### config.mk
export PLATFORM = sky130hd
export DESIGN_NAME = epc_velocity
export DESIGN_NICKNAME = d
export VERILOG_FILES = /design/src/sv/epc_pkg.sv /design/src/sv/epc_velocity.sv
export SDC_FILE = /design/constraint.sdc
export NUM_CORES = 2
export LEC_CHECK = 0
export ABC_CLOCK_PERIOD_IN_PS = 11300
export BUFFER_PORTS_ARGS = -buffer_cell sky130_fd_sc_hd__buf_2
export CORE_AREA = 4 4 277 225
export CTS_CLUSTER_SIZE = 20
export DETAILED_ROUTE_END_ITERATION = 6
export DIE_AREA = 0 0 281 229
export GPL_TIMING_DRIVEN = 0
export PLACE_DENSITY_LB_ADDON = 0.12
export SYNTH_ARGS = -nofsm -noshare
export SYNTH_HDL_FRONTEND = slang
export SYNTH_SLANG_ARGS = --single-unit
### constraint.sdc
create_clock -name clk -period 11.3 [get_ports clk]
set_clock_uncertainty 0.05 [all_clocks]
set_input_delay 0.565 -clock clk [delete_from_list [all_inputs] [get_ports clk]]
set_output_delay 0.565 -clock clk [all_outputs]
set_load 0.005 [all_outputs]
### src/sv/epc_pkg.sv
package epc_pkg;

  // Fixed field widths of the controller.
  localparam int ANGLE_BITS     = 12;
  localparam int POSITION_BITS  = 32;
  localparam int GAIN_FRAC_BITS = 16;

  localparam int COEF_W      = 20;
  localparam int ALPHA_W     = 17;
  localparam int ALPHA_FRAC  = 16;
  localparam int LIMIT_W     = 16;
  localparam int VEL_STATE_W = 24;
  localparam int VEL_OUT_W   = 20;
  localparam int VEL_FRAC    = 8;

  // Derived datapath widths.
  localparam int DELTA_W   = ANGLE_BITS + 1;
  localparam int ERR_W     = POSITION_BITS + 1;
  localparam int TERM_W    = POSITION_BITS + 2;
  localparam int TERM_LO_W = TERM_W / 2;
  localparam int TERM_HI_W = TERM_W - TERM_LO_W;
  localparam int AD_W      = ALPHA_W + 1 + DELTA_W;
  localparam int VPROD_W   = ALPHA_W + 1 + VEL_STATE_W;
  localparam int VACC_W    = VPROD_W + 1;
  localparam int PP_LO_W   = COEF_W + 1 + TERM_LO_W + 1;
  localparam int PP_HI_W   = COEF_W + 1 + TERM_HI_W;
  localparam int INC_W     = PP_HI_W + 1 + TERM_LO_W + 1;
  localparam int DRIVE_W   = LIMIT_W + GAIN_FRAC_BITS + 2;
  localparam int ACC_W     = INC_W + 1;

  // Configuration port.
  localparam int CFG_IDX_W  = 3;
  localparam int CFG_DATA_W = 32;

  localparam logic [CFG_IDX_W-1:0] CFG_REF_POSITION = 3'd0;
  localparam logic [CFG_IDX_W-1:0] CFG_KP_COEF      = 3'd1;
  localparam logic [CFG_IDX_W-1:0] CFG_KI_COEF      = 3'd2;
  localparam logic [CFG_IDX_W-1:0] CFG_ALPHA_COEF   = 3'd3;
  localparam logic [CFG_IDX_W-1:0] CFG_DRIVE_LIMIT  = 3'd4;

  localparam logic [POSITION_BITS-1:0] RST_REF_POSITION = 32'd228;
  localparam logic [COEF_W-1:0]        RST_KP_COEF      = 20'd24480;
  localparam logic [COEF_W-1:0]        RST_KI_COEF      = 20'd29;
  localparam logic [ALPHA_W-1:0]       RST_ALPHA_COEF   = 17'd58982;
  localparam logic [LIMIT_W-1:0]       RST_DRIVE_LIMIT  = 16'd256;

  // Load strobes of the five pipeline registers behind the input register.
  typedef struct packed {
    logic s1;
    logic s2;
    logic s3;
    logic s4;
    logic s5;
  } stage_en_t;

endpackage

### src/sv/epc_velocity.sv
module epc_velocity import epc_pkg::*; (
  input  logic                        clk,
  input  logic                        rst_n,
  input  stage_en_t                   en,
  input  logic        [ALPHA_W-1:0]   alpha_coef,
  input  logic                        s1_prime,
  input  logic signed [DELTA_W-1:0]   s1_delta,
  output logic signed [VEL_OUT_W-1:0] s3_vel_r
);

  localparam logic [ALPHA_W-1:0] ALPHA_ONE = ALPHA_W'(1 << ALPHA_FRAC);
  localparam logic signed [VACC_W-1:0] ROUND_HALF = VACC_W'(1 << (ALPHA_FRAC - 1));
  localparam logic signed [VEL_OUT_W-1:0] VOUT_MAX = {1'b0, {(VEL_OUT_W-1){1'b1}}};
  localparam logic signed [VEL_OUT_W-1:0] VOUT_MIN = {1'b1, {(VEL_OUT_W-1){1'b0}}};

  logic signed [AD_W-1:0]        ad_r;
  logic                          s2_prime_r;
  logic signed [VEL_STATE_W-1:0] vel_r;

  logic        [ALPHA_W-1:0]     alpha_eff;
  logic        [ALPHA_W-1:0]     keep_w;
  logic signed [AD_W-1:0]        ad;
  logic signed [VPROD_W-1:0]     vprod;
  logic signed [VACC_W-1:0]      ad_ext;
  logic signed [VACC_W-1:0]      vprod_ext;
  logic signed [VACC_W-1:0]      vacc;
  logic signed [VEL_STATE_W-1:0] vel_new;
  logic signed [VEL_STATE_W-1:0] vel_sel;
  logic signed [VEL_OUT_W-1:0]   vel_sat;
  logic [VEL_STATE_W-VEL_OUT_W:0] vel_top;

  always_comb begin
    alpha_eff = (alpha_coef > ALPHA_ONE) ? ALPHA_ONE : alpha_coef;
    keep_w    = ALPHA_ONE - alpha_eff;
    ad        = $signed({1'b0, alpha_eff}) * s1_delta;
  end

  // Filter loop: one multiply of the old velocity per beat.
  always_comb begin
    vprod     = $signed({1'b0, keep_w}) * vel_r;
    ad_ext    = ad_r;
    vprod_ext = vprod;
    vacc      = (ad_ext <<< VEL_FRAC) + vprod_ext + ROUND_HALF;
    vel_new   = vacc[ALPHA_FRAC +: VEL_STATE_W];
    vel_sel   = s2_prime_r ? vel_r : vel_new;
    vel_top   = vel_sel[VEL_STATE_W-1:VEL_OUT_W-1];
    if ((vel_top != '0) && (vel_top != '1)) begin
      vel_sat = vel_sel[VEL_STATE_W-1] ? VOUT_MIN : VOUT_MAX;
    end else begin
      vel_sat = vel_sel[VEL_OUT_W-1:0];
    end
  end

  always_ff @(posedge clk) begin
    if (!rst_n) begin
      vel_r <= '0;
    end else if (en.s3 && !s2_prime_r) begin
      vel_r <= vel_new;
    end
  end

  always_ff @(posedge clk) begin
    if (en.s2) begin
      ad_r       <= ad;
      s2_prime_r <= s1_prime;
    end
    if (en.s3) begin
      s3_vel_r <= vel_sat;
    end
  end

endmodule

==> summary.md <==
| Metric | Value |
|---|---|
| Synth warn | `0` |
| Vias in the first global route | `around 20000` |
| Status | `finished, violations left` |
| Iter 0 DRT Violations | `between 1000 and 1500` |
| Hold EP | `s2_prime_r` |
| CTS Buffer Depth | `2` |
| Syn Inst Count | `2827` |
| WHS Path Cells | `1` |
| Setup violators final | `0` |
| Slowest cell delay on critical path | `roughly 0.83 ns` |
| Required @ worst endpoint | `between 10 and 15 ns` |
| Die Footprint | `64350 um^2` |
| Clk sinks | `76` |
| Failing checks | `DRC` |
| Startpoint types | `input port` |
| DR WL/cell | `slightly above 20 um` |
| CP Class | `input port to flop` |
| RSZ-0062 raised after global routing | `false` |
| H-tree Lvls | `3` |
| Number of vias per cell | `5.181` |
| Tmin final | `10.62 ns` |
| Worst r2r src | `vel_r[22]` |
| Setup WS post-layout | `a little under 0.7 ns` |
| Io pins | `58` |
| FF-to-FF path depth | `26` |
| Crit. Startpoint | `alpha_coef[16]` |
| Tot GR Track Use | `0.2432` |
| First-pass GRT wire length | `119200 um` |
| Fill count | `5860` |
| Routed wire length | `73820 um` |
| Area fraction of the dominant cell type after synthesis | `0.4503` |
| Die Wd | `281 um` |
| Critical Path Sink Type | `flop` |
| CTS tree | `yes` |
| Synth Register Bits | `76` |
| Final period utilization | `0.9397` |
| Final Hold Vio Count | `0` |
| Post-Syn Nets | `3682` |
| CP max stage cell | `fa_1` |
| Avg Cell Area, Syn | `9.183 um^2` |
| Initial antenna violation count | `7` |
| Area growth syn-to-layout | `5.991%` |
| Row cnt | `80` |
| Slew Viols, Final | `0` |
| Post-synth EDFFs | `52` |
| Post-DP HPWL | `approximately 64000 um` |
| Placed cell area | `27170 um^2` |
| # Post-CTS Setup Buffers | `0` |
| Drt pass-1 iters | `7` |
| Max Cap Viol | `0` |
| Seq/Total Area, Yosys | `0.07865` |
| Placer congestion estimate | `0.9226` |
| Top post-synthesis cells by area | `fa_1 45%, ha_1 11%, inv_1 8.8%` |
| Clk pin slew, worst setup/hold paths | `0.08 ns` |
| CTS buffer count | `9` |
| Post-synth top flop | `edfxtp_1` |
| Crit Path Max Fanout | `10` |
| Worst slew pin tran | `1.304 ns` |
| GR Overflow Total | `0` |
| CTS Root Cell | `clkbuf_16` |
| Nets | `3738` |
| Setup TNS | `0 ns` |
| Layout cells sized above 1 | `0.03705` |
| R2R Setup Slk | `2.72 ns` |
| Vias | `19000` |
| Yosys top cell by area | `fa_1` |
| Slew HR | `0.1274` |
| I/O Buffers | `45` |
| N_diodes | `0` |
| Max Freq | `0.09417 GHz` |
| RR Endpoint | `s3_vel_r[14]` |
| Worst EP arrival | `10.69 ns` |
| HP Start | `s1_prime` |
| Worst skew pair latency | `0.39 ns` |
| Largest net degree at the start of global routing | `33` |
| Number of remaining DRC errors | `8` |
| Fin area | `~28000 um^2` |
| Final ANT Viol Nets | `0` |
| Core area | `59360 um^2` |
| DP Worst Slack | `-0.4146 ns` |
| Synth Cell Area | `25960 um^2` |
| Starting density of the core | `0.4374` |
| Synth cell types | `78` |
| Die Ht | `229 um` |
| Hold WC Path Type | `input port to flop` |
| Async set-or-reset flop fraction in the synthesized netlist | `0` |
[repair_timing]
action | 4_1_cts | 5_1_grt
setup endpoints to repair | 11 | 19
gates resized for setup | 1 | 18
hold buffers | 0 | 0
[layer usage]
layer  track usage  vias to the layer above  share of wire
li1              -                     8590              -
met1        0.3433                     9708           0.45
met2        0.3800                      612           0.45
met3       0.05366                       88          0.076
met4       0.06744                        0          0.031
met5             0                        -              0
[logic make-up after synthesis]
group | after synthesis | synth area share
multiplexers | 7 | 0.002940
flip-flops | 76 | 0.07865
AND/OR/NAND/NOR | 894 | 0.1682
adder cells (fa/ha/maj) | 817 | 0.5626
XOR/XNOR | 74 | 0.02525
buffers and inverters | 754 | 0.1106
AO/OA/AOI/OAI | 205 | 0.05171
[stage by stage]
stage,hold WS (ns),utilization,instances
after floorplan,0.4453,-,2827
after global placement,0.6274,0.4576,3651
after detailed placement,0.6383,0.4577,3651
after CTS,0.3094,0.4627,3667
after global routing,0.3110,0.4636,3667
final,0.3187,0.4636,3667
[state kept, by name, indices dropped and copies added, names as in the netlist]
name and cells:
s3_vel_r 20, s2_prime_r 1, vel_r 24, ad_r 31
[how the worst max path moves through the flow]
stage	slack, ns	endpoint	cells past startpoint
floorplan	2.25	s3_vel_r[3]	34
global placement	-0.73	s3_vel_r[0]	37
detailed placement	-0.41	s3_vel_r[14]	34
CTS	0.08	s3_vel_r[14]	33
global route	0.07	s3_vel_r[14]	33
finish	0.68	s3_vel_r[14]	36
[Yosys cell counts, drive strengths merged, types with 7 or more instances]
master / count
a21o: 20
clkbuf: 123
a21oi: 80
ha: 233
inv: 610
nand2: 428
edfxtp: 52
fa: 584
nand2b: 18
a211oi: 7
nor3: 25
dfxtp: 24
nand4: 9
a31oi: 16
nor2b: 26
xor2: 29
o21ai: 31
and2: 269
o21a: 7
nor2: 67
buf: 21
nor4: 9
xnor2: 45
nand3: 12
[cells in the final DEF (no fill, tap or decap), types with 13 or more instances in the layout]
master,count
xor2_1,27
clkbuf_1,117
nor2_1,67
nor3_1,24
o21ai_0,28
buf_1,13
buf_2,48
inv_1,610
a31oi_1,15
edfxtp_1,52
and2_1,269
fa_1,584
nand2b_1,17
a21o_1,20
nand2_1,428
a21oi_1,75
ha_1,233
xnor2_1,43
nor2b_1,25
dfxtp_1,24
[area by class of cell]
| class | instances | area, um^2 | area share |
|---|---|---|---|
| well taps | 779 | 974.7 | 0.03542 |
| clock buffers | 9 | 225.2 | 0.008185 |
| flip-flops and latches | 76 | 2042 | 0.07421 |
| inverters | 610 | 2290 | 0.08321 |
| multi-input cells | 1997 | 21110 | 0.7670 |
| clock inverters | 7 | 65.06 | 0.002364 |
| plain buffers | 144 | 589.3 | 0.02142 |
| repair buffers | 45 | 225.2 | 0.008185 |
[critical path: cells and delay by family]
kind | cells | cell delay (ns)
AOI/OAI and AO/OA | 6 | 1.27
xor gates and xnor gates | 1 | 0.48
adders and majority gates | 9 | 4.31
buffers and inverters | 13 | 2.37
and+or+nand+nor | 7 | 1.67
Power is not shown: default switching activity piles up to over one toggle a cycle in this logic, so the estimate is an artifact.
