**src/sv/epc_pkg.sv**
```systemverilog
package epc_pkg;

  // Fixed field widths of the controller.
  localparam int ANGLE_BITS     = 12;
  localparam int POSITION_BITS  = 32;
  localparam int GAIN_FRAC_BITS = 16;

  localparam int COEF_W      = 20;
  localparam int ALPHA_W     = 17;
  localparam int ALPHA_FRAC  = 16;
  localparam int LIMIT_W     = 16;
  localparam int VEL_STATE_W = 24;
  localparam int VEL_OUT_W   = 20;
  localparam int VEL_FRAC    = 8;

  // Derived datapath widths.
  localparam int DELTA_W   = ANGLE_BITS + 1;
  localparam int ERR_W     = POSITION_BITS + 1;
  localparam int TERM_W    = POSITION_BITS + 2;
  localparam int TERM_LO_W = TERM_W / 2;
  localparam int TERM_HI_W = TERM_W - TERM_LO_W;
  localparam int AD_W      = ALPHA_W + 1 + DELTA_W;
  localparam int VPROD_W   = ALPHA_W + 1 + VEL_STATE_W;
  localparam int VACC_W    = VPROD_W + 1;
  localparam int PP_LO_W   = COEF_W + 1 + TERM_LO_W + 1;
  localparam int PP_HI_W   = COEF_W + 1 + TERM_HI_W;
  localparam int INC_W     = PP_HI_W + 1 + TERM_LO_W + 1;
  localparam int DRIVE_W   = LIMIT_W + GAIN_FRAC_BITS + 2;
  localparam int ACC_W     = INC_W + 1;

  // Configuration port.
  localparam int CFG_IDX_W  = 3;
  localparam int CFG_DATA_W = 32;

  localparam logic [CFG_IDX_W-1:0] CFG_REF_POSITION = 3'd0;
  localparam logic [CFG_IDX_W-1:0] CFG_KP_COEF      = 3'd1;
  localparam logic [CFG_IDX_W-1:0] CFG_KI_COEF      = 3'd2;
  localparam logic [CFG_IDX_W-1:0] CFG_ALPHA_COEF   = 3'd3;
  localparam logic [CFG_IDX_W-1:0] CFG_DRIVE_LIMIT  = 3'd4;

  localparam logic [POSITION_BITS-1:0] RST_REF_POSITION = 32'd228;
  localparam logic [COEF_W-1:0]        RST_KP_COEF      = 20'd24480;
  localparam logic [COEF_W-1:0]        RST_KI_COEF      = 20'd29;
  localparam logic [ALPHA_W-1:0]       RST_ALPHA_COEF   = 17'd58982;
  localparam logic [LIMIT_W-1:0]       RST_DRIVE_LIMIT  = 16'd256;

  // Load strobes of the five pipeline registers behind the input register.
  typedef struct packed {
    logic s1;
    logic s2;
    logic s3;
    logic s4;
    logic s5;
  } stage_en_t;

endpackage

```
**src/sv/epc_track.sv**
```systemverilog
module epc_track import epc_pkg::*; (
  input  logic                            clk,
  input  logic                            rst_n,
  input  stage_en_t                       en,
  input  logic        [ANGLE_BITS-1:0]    angle,
  input  logic signed [POSITION_BITS-1:0] ref_position,
  output logic                            s1_prime_r,
  output logic signed [DELTA_W-1:0]       s1_delta_r,
  output logic                            s2_prime_r,
  output logic signed [POSITION_BITS-1:0] s2_pos_r,
  output logic signed [ERR_W-1:0]         s2_err_r,
  output logic signed [TERM_W-1:0]        s2_dterm_r,
  output logic signed [TERM_W-1:0]        s2_sterm_r
);

  localparam logic signed [DELTA_W:0] HALF_D = (DELTA_W+1)'(1 << (ANGLE_BITS - 1));
  localparam logic signed [DELTA_W:0] FULL_D = (DELTA_W+1)'(1 << ANGLE_BITS);
  localparam logic signed [POSITION_BITS-1:0] POS_MAX = {1'b0, {(POSITION_BITS-1){1'b1}}};
  localparam logic signed [POSITION_BITS-1:0] POS_MIN = {1'b1, {(POSITION_BITS-1){1'b0}}};

  logic                            primed_r;
  logic        [ANGLE_BITS-1:0]    last_sample_r;
  logic signed [POSITION_BITS-1:0] pos_r;
  logic signed [ERR_W-1:0]         prev_err_r;
  logic signed [POSITION_BITS-1:0] s1_pos_r;

  logic signed [DELTA_W:0]         diff;
  logic signed [DELTA_W-1:0]       delta;
  logic signed [POSITION_BITS:0]   pos_sum;
  logic signed [POSITION_BITS-1:0] pos_sat;
  logic signed [ERR_W-1:0]         err;
  logic signed [TERM_W-1:0]        dterm;
  logic signed [TERM_W-1:0]        sterm;

  // Unwrap the angle change at half a turn, then add it with saturation.
  always_comb begin
    diff = $signed({2'b00, angle}) - $signed({2'b00, last_sample_r});
    if (diff > HALF_D) begin
      diff = diff - FULL_D;
    end else if (diff < -HALF_D) begin
      diff = diff + FULL_D;
    end
    delta   = diff[DELTA_W-1:0];
    pos_sum = pos_r + delta;
    if (pos_sum[POSITION_BITS] != pos_sum[POSITION_BITS-1]) begin
      pos_sat = pos_sum[POSITION_BITS] ? POS_MIN : POS_MAX;
    end else begin
      pos_sat = pos_sum[POSITION_BITS-1:0];
    end
  end

  always_comb begin
    err   = ref_position - s1_pos_r;
    dterm = err - prev_err_r;
    sterm = err + prev_err_r;
  end

  always_ff @(posedge clk) begin
    if (!rst_n) begin
      primed_r      <= 1'b0;
      last_sample_r <= '0;
      pos_r         <= '0;
      prev_err_r    <= '0;
    end else begin
      if (en.s1) begin
        last_sample_r <= angle;
        primed_r      <= 1'b1;
        if (primed_r) begin
          pos_r <= pos_sat;
        end
      end
      if (en.s2 && !s1_prime_r) begin
        prev_err_r <= err;
      end
    end
  end

  always_ff @(posedge clk) begin
    if (en.s1) begin
      s1_prime_r <= !primed_r;
      s1_delta_r <= delta;
      s1_pos_r   <= primed_r ? pos_sat : pos_r;
    end
    if (en.s2) begin
      s2_prime_r <= s1_prime_r;
      s2_pos_r   <= s1_pos_r;
      s2_err_r   <= err;
      s2_dterm_r <= dterm;
      s2_sterm_r <= sterm;
    end
  end

endmodule

```
**config.mk**
```make
export PLATFORM = sky130hd
export DESIGN_NAME = epc_track
export DESIGN_NICKNAME = d
export VERILOG_FILES = /design/src/sv/epc_pkg.sv /design/src/sv/epc_track.sv
export SDC_FILE = /design/constraint.sdc
export NUM_CORES = 1
export LEC_CHECK = 0
export ABC_CLOCK_PERIOD_IN_PS = 15600
export BUFFER_PORTS_ARGS = -buffer_cell sky130_fd_sc_hd__buf_2
export CAP_MARGIN = 0
export CORE_MARGIN = 3
export CORE_UTILIZATION = 60
export DETAILED_ROUTE_END_ITERATION = 6
export MAX_ROUTING_LAYER = met4
export PLACE_DENSITY_LB_ADDON = 0.05
export SKIP_CTS_REPAIR_TIMING = 1
export SLEW_MARGIN = 15
export SYNTH_ARGS = -nofsm -noshare
export SYNTH_HDL_FRONTEND = slang
export SYNTH_SLANG_ARGS = --single-unit
export TNS_END_PERCENT = 10
```
**constraint.sdc**
```tcl
create_clock -name clk -period 15.6 [get_ports clk]
set_input_delay 2.34 -clock clk [delete_from_list [all_inputs] [get_ports clk]]
set_output_delay 2.34 -clock clk [all_outputs]
set_load 0.02 [all_outputs]
```
==> impl_metrics.csv <==
group,metric,value,unit
outcome,outcome,"finished clean",
timing,fin_crit,8780,ps
grt,grt_pass1_vias,11800,
grt,track_usage,26.3,%
yosys,yosysTopAreaCell,"edfxtp_1",
placed_design,place_congestion,0.901,
yosys,synthArstFlopShare,0,%
clocking,clock-sinks,257,
yosys,synth_seq_cells,257,
timing,fmax,114,MHz
timing,fin_hold_ws,445,ps
placed_design,dpl_cell_area,17000,µm²
drt,ant_nets,0,
job,drv_cap,0,
clocking,numCtsBuffers,28,
setup_path,cp-start-kind,"primary input",
cells_and_area,areaGrowthSynthToFinish,13.9,%
clocking,clk_latency,540,ps
floorplanning,initial_core_util,62.0,%
timing,drv_slew,0,
setup_path,path_max_fanout,21,
setup_path,r2r_slack,8330,ps
grt,overflow,0,
min_path,hold_class,"reg -> reg",
power_and_ir_drop,power.density,185,nW/µm²
timing,period_share,56.3,%
floorplanning,die_x,168,µm
floorplanning,fp-row-count,58,
timing,rsz0062_at_grt,"false",
yosys,ys_warn_count,0,
clocking,htreeDepth,1,
yosys,ys_seq_area_share,43.8,%
power_and_ir_drop,power,3.34,mW
yosys,netlist.area_leader.share,33.9,%
yosys,synthesis.nets,1826,
drt,first_pass_iters,7,
yosys,synthTopCellsByArea,"edfxtp_1, ha_1, dfxtp_1, xnor2_1, a21oi_1",
yosys,synthCells,1628,
drt,drc,0,
setup_path,crit_path_end_kind,"flop",
timing,skew,7.73,ps
clocking,clock-root-buffer,"clkbuf_16",
timing,relSlewSlack,30.9,%
timing,worst_pin_slew,1040,ps
timing,finalHoldViolCount,0,
power_and_ir_drop,total_leakage_power,7.70,nW
drt,vias,12400,
floorplanning,core,25500,µm²
setup_path,arrival,9020,ps
clocking,clockBufferDepth,3,
yosys,synthTopCellsByCount,"edfxtp_1, ha_1, a21oi_1",
grt,grt_max_degree,80,
cells_and_area,design_area,18000,µm²
drt,wl,37400,µm
yosys,syn-cell-area,15800,µm²
placed_design,dp_hpwl,28300,µm
yosys,yosysUniqueCellTypes,74,
floorplanning,ios,199,
clocking,clk_pin_slew,60,ps
yosys,synth_edf_count,179,
yosys,yosysMostFrequentCell,"edfxtp_1",
yosys,postSynthAreaPerCell,9.73,µm²
timing,setup_viol,0,
drt,drt_iter0_drc,882,
placed_design,port_buffers,195,
yosys,ys.flop_type,"edfxtp_1",
cells_and_area,n_fill_cell,1964,
cells_and_area,drive_above_1_share,14.6,%
floorplanning,die_y,168,µm
grt,grt_first_pass_wirelength,60000,µm
clocking,cts_tree,"done",
setup_path,critPathKind,"in -> reg",
drt,wl_per_cell,17.4,µm
cells_and_area,nNetsFinal,1993,
grt,antenna_found_initial,2,
setup_path,critPathRequiredTime,15840,ps
power_and_ir_drop,max-vdd-ir-drop,158,µV
floorplanning,die_area,28400,µm²
timing,tns,0,ps
drt,vias_per_cell,5.76,
-- worst paths after layout --
kind                        to             start  cells after the start
hold reg to reg   s2_pos_r[30]      s1_pos_r[30]                      0
setup / recovery  s1_pos_r[12]          angle[1]                     24
hold / removal    s2_pos_r[30]      s1_pos_r[30]                      0
setup reg to reg  s1_pos_r[12]  last_sample_r[1]                     24
-- metrics by stage --
stage	instances	utilization, %	setup slack [ps]
finish	2150	70.6	6820
CTS	2147	70.6	6940
detailed placement	2095	66.6	6380
global route	2149	70.6	6320
floorplan	1628	-	8110
global placement	2095	66.6	6450
-- logic make-up after synthesis --
| logic type | after synthesis | share of synthesized area, % |
|---|---|---|
| compound gates | 467 | 19.1 |
| xor+xnor | 123 | 6.80 |
| fa+ha+maj | 153 | 12.2 |
| buf+inv | 188 | 4.64 |
| flops | 257 | 43.8 |
| mux | 21 | 1.37 |
| simple gates | 419 | 12.1 |
-- power breakdown --
| part | switching, mW | internal [mW] | total (mW) |
|---|---|---|---|
| Sequential | 0.0597 | 0.976 | 1.04 |
| Clock | 0.267 | 0.457 | 0.724 |
| Combinational | 0.995 | 0.581 | 1.58 |
| Total | 1.32 | 2.01 | 3.34 |
-- layout make-up --
type	count	area (µm²)	area share [%]
sequential	257	6940	38.4
clock buffer	33	751	4.16
antenna	3	7.51	0.0416
tap	330	413	2.29
multi-input combinational	1183	8170	45.3
inverter	123	462	2.56
clock inverter	19	269	1.49
timing repair buffer	202	1030	5.71
-- routing by layer --
| metal | GRT usage, % | vias to the layer above | share of wire (%) |
|---|---|---|---|
| li1 | - | 6140 | - |
| met1 | 33.5 | 5783 | 43 |
| met2 | 44.1 | 373 | 48 |
| met3 | 2.99 | 97 | 5.3 |
| met4 | 9.28 | 0 | 3.6 |
| met5 | - | - | 0 |
-- critical path, stage by stage --
cell and delay (ps):
buf_2 120, ha_1 280, nor2b_1 120, o21ai_0 220
a21boi_0 150, o21ai_0 180, nand2b_1 110, a31oi_1 270
nor2_1 80, a211oi_1 310, a21oi_1 130, xor2_1 290
o31a_1 880, ha_1 460, a21oi_1 180, o21ai_1 100
a21o_1 210, o31a_1 270, o41ai_1 370, o211ai_2 280
xnor2_1 420, nand2_1 410, nand2_1 590, o2bb2ai_1 230
-- sequential cells by signal, summed over array words and instances (netlist names) --
register / count
s2_dterm_r: 34
prev_err_r: 33
s2_err_r: 33
s2_sterm_r: 33
pos_r: 32
s1_pos_r: 32
s2_pos_r: 32
s1_delta_r: 13
last_sample_r: 12
primed_r: 1
s1_prime_r: 1
s2_prime_r: 1
-- cell usage in the layout (no fill, tap or decap), types with 16 or more instances in the layout --
| cell | synthesis | final |
|---|---|---|
| inv_1 | 122 | 122 |
| nor2b_1 | 30 | 29 |
| nand2_1 | 139 | 139 |
| xnor2_1 | 81 | 81 |
| a21o_1 | 47 | 47 |
| xor2_1 | 42 | 42 |
| a21boi_0 | 29 | 29 |
| o21ai_0 | 107 | 107 |
| ha_1 | 142 | 142 |
| clkbuf_16 | 0 | 29 |
| a21oi_1 | 141 | 141 |
| edfxtp_1 | 179 | 179 |
| nor2_1 | 134 | 133 |
| buf_2 | 8 | 194 |
| o21bai_1 | 23 | 23 |
| nand2b_1 | 28 | 28 |
| mux2i_1 | 16 | 16 |
| dfxtp_1 | 78 | 78 |
| nand3_1 | 25 | 25 |
Note: power is estimated with default switching activity, not from simulation.
