File: src/sv/epc_pkg.sv
package epc_pkg;

  // Fixed field widths of the controller.
  localparam int ANGLE_BITS     = 12;
  localparam int POSITION_BITS  = 32;
  localparam int GAIN_FRAC_BITS = 16;

  localparam int COEF_W      = 20;
  localparam int ALPHA_W     = 17;
  localparam int ALPHA_FRAC  = 16;
  localparam int LIMIT_W     = 16;
  localparam int VEL_STATE_W = 24;
  localparam int VEL_OUT_W   = 20;
  localparam int VEL_FRAC    = 8;

  // Derived datapath widths.
  localparam int DELTA_W   = ANGLE_BITS + 1;
  localparam int ERR_W     = POSITION_BITS + 1;
  localparam int TERM_W    = POSITION_BITS + 2;
  localparam int TERM_LO_W = TERM_W / 2;
  localparam int TERM_HI_W = TERM_W - TERM_LO_W;
  localparam int AD_W      = ALPHA_W + 1 + DELTA_W;
  localparam int VPROD_W   = ALPHA_W + 1 + VEL_STATE_W;
  localparam int VACC_W    = VPROD_W + 1;
  localparam int PP_LO_W   = COEF_W + 1 + TERM_LO_W + 1;
  localparam int PP_HI_W   = COEF_W + 1 + TERM_HI_W;
  localparam int INC_W     = PP_HI_W + 1 + TERM_LO_W + 1;
  localparam int DRIVE_W   = LIMIT_W + GAIN_FRAC_BITS + 2;
  localparam int ACC_W     = INC_W + 1;

  // Configuration port.
  localparam int CFG_IDX_W  = 3;
  localparam int CFG_DATA_W = 32;

  localparam logic [CFG_IDX_W-1:0] CFG_REF_POSITION = 3'd0;
  localparam logic [CFG_IDX_W-1:0] CFG_KP_COEF      = 3'd1;
  localparam logic [CFG_IDX_W-1:0] CFG_KI_COEF      = 3'd2;
  localparam logic [CFG_IDX_W-1:0] CFG_ALPHA_COEF   = 3'd3;
  localparam logic [CFG_IDX_W-1:0] CFG_DRIVE_LIMIT  = 3'd4;

  localparam logic [POSITION_BITS-1:0] RST_REF_POSITION = 32'd228;
  localparam logic [COEF_W-1:0]        RST_KP_COEF      = 20'd24480;
  localparam logic [COEF_W-1:0]        RST_KI_COEF      = 20'd29;
  localparam logic [ALPHA_W-1:0]       RST_ALPHA_COEF   = 17'd58982;
  localparam logic [LIMIT_W-1:0]       RST_DRIVE_LIMIT  = 16'd256;

  // Load strobes of the five pipeline registers behind the input register.
  typedef struct packed {
    logic s1;
    logic s2;
    logic s3;
    logic s4;
    logic s5;
  } stage_en_t;

endpackage

File: src/sv/epc_drive.sv
module epc_drive import epc_pkg::*; (
  input  logic                     clk,
  input  logic                     rst_n,
  input  stage_en_t                en,
  input  logic        [COEF_W-1:0] kp_coef,
  input  logic        [COEF_W-1:0] ki_coef,
  input  logic       [LIMIT_W-1:0] drive_limit,
  input  logic                     s2_prime,
  input  logic signed [TERM_W-1:0] s2_dterm,
  input  logic signed [TERM_W-1:0] s2_sterm,
  output logic       [LIMIT_W-1:0] level_r,
  output logic                     reverse_r
);

  logic signed [PP_LO_W-1:0] pp_dl_r;
  logic signed [PP_HI_W-1:0] pp_dh_r;
  logic signed [PP_LO_W-1:0] pp_sl_r;
  logic signed [PP_HI_W-1:0] pp_sh_r;
  logic                      s3_prime_r;
  logic signed [INC_W-1:0]   inc_r;
  logic                      s4_prime_r;
  logic signed [DRIVE_W-1:0] drive_r;

  logic signed [COEF_W:0]      kp_s;
  logic signed [COEF_W:0]      ki_s;
  logic signed [TERM_LO_W:0]   dlo;
  logic signed [TERM_HI_W-1:0] dhi;
  logic signed [TERM_LO_W:0]   slo;
  logic signed [TERM_HI_W-1:0] shi;

  logic signed [INC_W-1:0]   hi_sum;
  logic signed [INC_W-1:0]   lo_sum;
  logic signed [INC_W-1:0]   inc;

  logic signed [ACC_W-1:0]   acc;
  logic signed [ACC_W-1:0]   lim;
  logic signed [ACC_W-1:0]   acc_clip;
  logic signed [DRIVE_W-1:0] drive_nxt;
  logic signed [DRIVE_W-1:0] drive_mag;

  // Error terms are split in halves so each product stays near 20 x 17 bits.
  always_comb begin
    kp_s = $signed({1'b0, kp_coef});
    ki_s = $signed({1'b0, ki_coef});
    dlo  = $signed({1'b0, s2_dterm[TERM_LO_W-1:0]});
    dhi  = s2_dterm[TERM_W-1:TERM_LO_W];
    slo  = $signed({1'b0, s2_sterm[TERM_LO_W-1:0]});
    shi  = s2_sterm[TERM_W-1:TERM_LO_W];
  end

  always_comb begin
    hi_sum = pp_dh_r;
    hi_sum = hi_sum + pp_sh_r;
    lo_sum = pp_dl_r;
    lo_sum = lo_sum + pp_sl_r;
    inc    = (hi_sum <<< TERM_LO_W) + lo_sum;
  end

  // Drive loop: accumulate and clamp to the symmetric limit.
  always_comb begin
    acc = drive_r;
    acc = acc + inc_r;
    lim = $signed({{(ACC_W-LIMIT_W-GAIN_FRAC_BITS){1'b0}}, drive_limit,
                   {GAIN_FRAC_BITS{1'b0}}});
    if (acc > lim) begin
      acc_clip = lim;
    end else if (acc < -lim) begin
      acc_clip = -lim;
    end else begin
      acc_clip = acc;
    end
    drive_nxt = acc_clip[DRIVE_W-1:0];
    drive_mag = drive_nxt[DRIVE_W-1] ? -drive_nxt : drive_nxt;
  end

  always_ff @(posedge clk) begin
    if (!rst_n) begin
      drive_r   <= '0;
      reverse_r <= 1'b0;
    end else if (en.s5 && !s4_prime_r) begin
      drive_r <= drive_nxt;
      if (drive_nxt > 0) begin
        reverse_r <= 1'b0;
      end else if (drive_nxt < 0) begin
        reverse_r <= 1'b1;
      end
    end
  end

  always_ff @(posedge clk) begin
    if (en.s3) begin
      pp_dl_r    <= kp_s * dlo;
      pp_dh_r    <= kp_s * dhi;
      pp_sl_r    <= ki_s * slo;
      pp_sh_r    <= ki_s * shi;
      s3_prime_r <= s2_prime;
    end
    if (en.s4) begin
      inc_r      <= inc;
      s4_prime_r <= s3_prime_r;
    end
    if (en.s5) begin
      if (s4_prime_r) begin
        level_r <= '0;
      end else begin
        level_r <= drive_mag[GAIN_FRAC_BITS +: LIMIT_W];
      end
    end
  end

endmodule
File: config.mk
export PLATFORM = sky130hd
export DESIGN_NAME = epc_drive
export DESIGN_NICKNAME = d
export VERILOG_FILES = /design/src/sv/epc_pkg.sv /design/src/sv/epc_drive.sv
export SDC_FILE = /design/constraint.sdc
export NUM_CORES = 2
export LEC_CHECK = 0
export BUFFER_PORTS_ARGS = -buffer_cell sky130_fd_sc_hd__buf_2
export CAP_MARGIN = 0
export CELL_PAD_IN_SITES_DETAIL_PLACEMENT = 0
export CELL_PAD_IN_SITES_GLOBAL_PLACEMENT = 1
export CORE_ASPECT_RATIO = 0.75
export CORE_UTILIZATION = 41
export CTS_CLUSTER_SIZE = 12
export DETAILED_ROUTE_END_ITERATION = 16
export HOLD_SLACK_MARGIN = 0.1
export PLACE_DENSITY_LB_ADDON = 0.1
export SYNTH_ARGS = -nofsm -noshare
export SYNTH_HDL_FRONTEND = slang
export SYNTH_SLANG_ARGS = --single-unit
File: constraint.sdc
create_clock -name clk -period 19.49 [get_ports clk]
set_input_delay 4.8725 -clock clk [delete_from_list [all_inputs] [get_ports clk]]
set_output_delay 4.8725 -clock clk [all_outputs]
set_load 0.03 [all_outputs]
==> qor.csv <==
stage,metric,value,unit
die,die_h,345,µm
drt,ant_nets,0,
global_route,grt_pass1_vias,50500,
setup_path,endpoint_kind,register,
cells_and_area,final_area,67800,µm²
cells_and_area,multi_input_area,50700,µm²
timing,fmax,77.8,MHz
placement,io_buffers,146,
outcome,status,finished clean,
yosys,syn-num-nets,9168,
cts,cts.clk_slew.worst_paths,0.07,ns
setup_path,rrSetupSlack,10.10,ns
yosys,yosys-top-cells-area,"fa_1 (34%), ha_1 (14%), edfxtp_1 (10%), inv_1 (7.5%), nand2_1 (5.9%)",
drt,drt_pass1_iterations,6,
die,dieArea,159000,µm²
yosys,syn_area,64400,µm²
setup_path,crit_type,in2reg,
die,pin_count,149,
global_route,grt_pass1_wl,295,mm
yosys,syn_area_per_cell,8.87,µm²
timing,maxSlewViolCount,0,
job,drv_cap,0,
yosys,synth_cell_types,110,
timing,rsz0062_at_grt,no,
die,rows,125,
placement,postPlaceCellArea,66800,µm²
drt,num_vias,49100,
timing,hold_slack,0.448,ns
drt,routed_wl,184,mm
yosys,synthCells,7257,
cts,cts-hold-fix-buffers,0,
hold_path,min_path_type,reg2reg,
drt,wl_per_cell,19.8,µm
cells_and_area,syn2layout_area_growth,5.38,%
cts,cts_tree,done,
cells_and_area,layout_commonest_cell,inv_1,
drt,via_per_inst,5.29,
timing,tightest_slew,1.32,ns
cts,htreeDepth,1,
hold_path,hold_path_startpoint,s3_prime_r$_DFFE_PP_,
yosys,yosysWarnings,0,
yosys,synth.top_cell.area_share,0.336,
cts,cts_root_buf,clkbuf_16,
drt,drc_errors,0,
setup_path,cp.required,19.87,ns
placement,gp_congestion,0.904,
setup_path,worstReg2RegEnd,level_r[13]$_SDFFCE_PP0P_,
setup_path,reg2reg_from,inc_r[6]$_DFFE_PP_,
cts,cts_sinks,260,
die,coreArea,155000,µm²
setup_path,arrival,13.23,ns
cts,cts_buffer_depth,3,
setup_path,critPathMaxFanout,27,
timing,slew_headroom,0.111,
cells_and_area,regArea,7460,µm²
cts,numCtsBuffers,30,
die,start_util,0.414,
yosys,ys.flop_type,edfxtp_1,
yosys,synth.largest_area_cell,fa_1,
timing,tns,0,ns
cells_and_area,drive_gt1_frac,0.0424,
die,die_x,459,µm
placement,detailed_place_hpwl,144,mm
timing,min_period,12.85,ns
cts,post_cts_buffers,0,
yosys,synth_edf_count,225,
cts,cts_resized,0,
yosys,async_flop_share,0,
setup_path,cp-start-kind,input pin,
hold_path,hold_depth,0,
global_route,grt-ovfl-total,0,
timing,finalHoldViolations,0,
drt,drt_iter0_markers,3115,
cells_and_area,final_cell_mix,"inv_1 (1291), fa_1 (1080), nand2_1 (1010), ha_1 (699), and2_1 (560)",
timing,fin_crit_sh,0.659,
cts,clk_latency,0.65,ns
global_route,grt_use_total,0.237,
global_route,grt_max_degree,63,
yosys,ys_ff_latch,260,
setup_path,worstRegToRegCells,22,
hold_path,hold_path_end,s4_prime_r$_DFFE_PP_,
cells_and_area,layout.nets,9066,
yosys,yosysSeqAreaShare,0.116,
global_route,antenna_found_initial,5,
timing,setup_viol,0,
cells_and_area,nFillCells,15400,
timing,fin_skew,0.0567,ns
[worst max-delay path by stage]
stage / to / startpoint / depth (start not counted)
floorplan: pp_dh_r[37]$_DFFE_PP_ / s2_dterm[19] / 23
global placement: level_r[13]$_SDFFCE_PP0P_ / drive_limit[2] / 20
detailed placement: level_r[15]$_SDFFCE_PP0P_ / drive_limit[2] / 20
CTS: level_r[13]$_SDFFCE_PP0P_ / drive_limit[2] / 20
global route: level_r[15]$_SDFFCE_PP0P_ / drive_limit[2] / 20
finish: level_r[15]$_SDFFCE_PP0P_ / drive_limit[2] / 20
[worst max-delay path, stage by stage]
cell and delay (ns):
buf_2 0.14, inv_1 0.12, nand3_1 0.19, nor3_1 0.58
nand4_1 0.36, or4_1 0.91, inv_1 0.63, ha_1 0.71
nand4_1 0.29, nor3_1 0.18, nor2_1 0.70, o21ai_0 0.73
nand2_1 0.29, o221ai_2 0.26, nor2_2 0.96, nand2_1 0.14
a31oi_1 0.71, nor4_1 0.13, a31oi_1 0.17, o211ai_1 0.12
[sequential cells by signal, indices dropped and copies added (netlist names)]
name        count
drive_r        34
inc_r          57
pp_dh_r        38
s3_prime_r      1
pp_sl_r        37
level_r        16
s4_prime_r      1
reverse_r       1
pp_dl_r        37
pp_sh_r        38
[stage by stage]
stage          worst slack, ns  cells  utilization
5_1_grt                   6.06   9274        0.437
3_3_place_gp              6.28   9218        0.430
2_1_floorplan             8.06   7257            -
4_1_cts                   6.90   9272        0.437
6_report                  6.64   9278        0.437
3_5_place_dp              6.22   9218        0.430
[layout make-up]
cell class | instances | share of cell area
Inverter | 1293 | 0.0716
Multi-Input combinational cell | 5371 | 0.748
Tap cell | 2095 | 0.0387
Clock buffer | 43 | 0.0130
Sequential cell | 260 | 0.110
Clock inverter | 11 | 0.00144
Timing Repair Buffer | 199 | 0.0167
Antenna cell | 6 | 0.000221
[logic make-up (layout without fill, tap and decap cells)]
family | after synthesis | count (layout) | share of synthesized area
AND/OR/NAND/NOR | 2380 | 2380 | 0.180
adder cells (fa/ha/maj) | 1780 | 1780 | 0.472
multiplexers | 18 | 18 | 0.00292
AO/OA/AOI/OAI | 925 | 925 | 0.0969
buffers and inverters | 1626 | 1546 | 0.0955
flip-flops | 260 | 260 | 0.116
other | 0 | 6 | 0
XOR/XNOR | 268 | 268 | 0.0370
[cell usage after synthesis (35+ instances only)]
cell type and number:
inv_1 1291, fa_1 1080, nand2_1 1010, ha_1 699, and2_1 560, clkbuf_1 306
nor2_1 279, a21oi_1 274, edfxtp_1 225, xnor2_1 203, o21ai_0 135, a21o_1 104
nor3_1 102, nand3_1 101, nand2b_1 64, xor2_1 62, and3_1 54, a211oi_1 47
nand4_1 42, or3_1 41, o21a_1 39, dfxtp_1 35
[layer usage]
metal,wire length [µm],track usage
met5,0,0
met4,1570,0.0231
met3,8950,0.0250
met2,81200,0.365
met1,92400,0.367
Power is not shown: default switching activity piles up to over one toggle a cycle in this logic, so the estimate is an artifact.
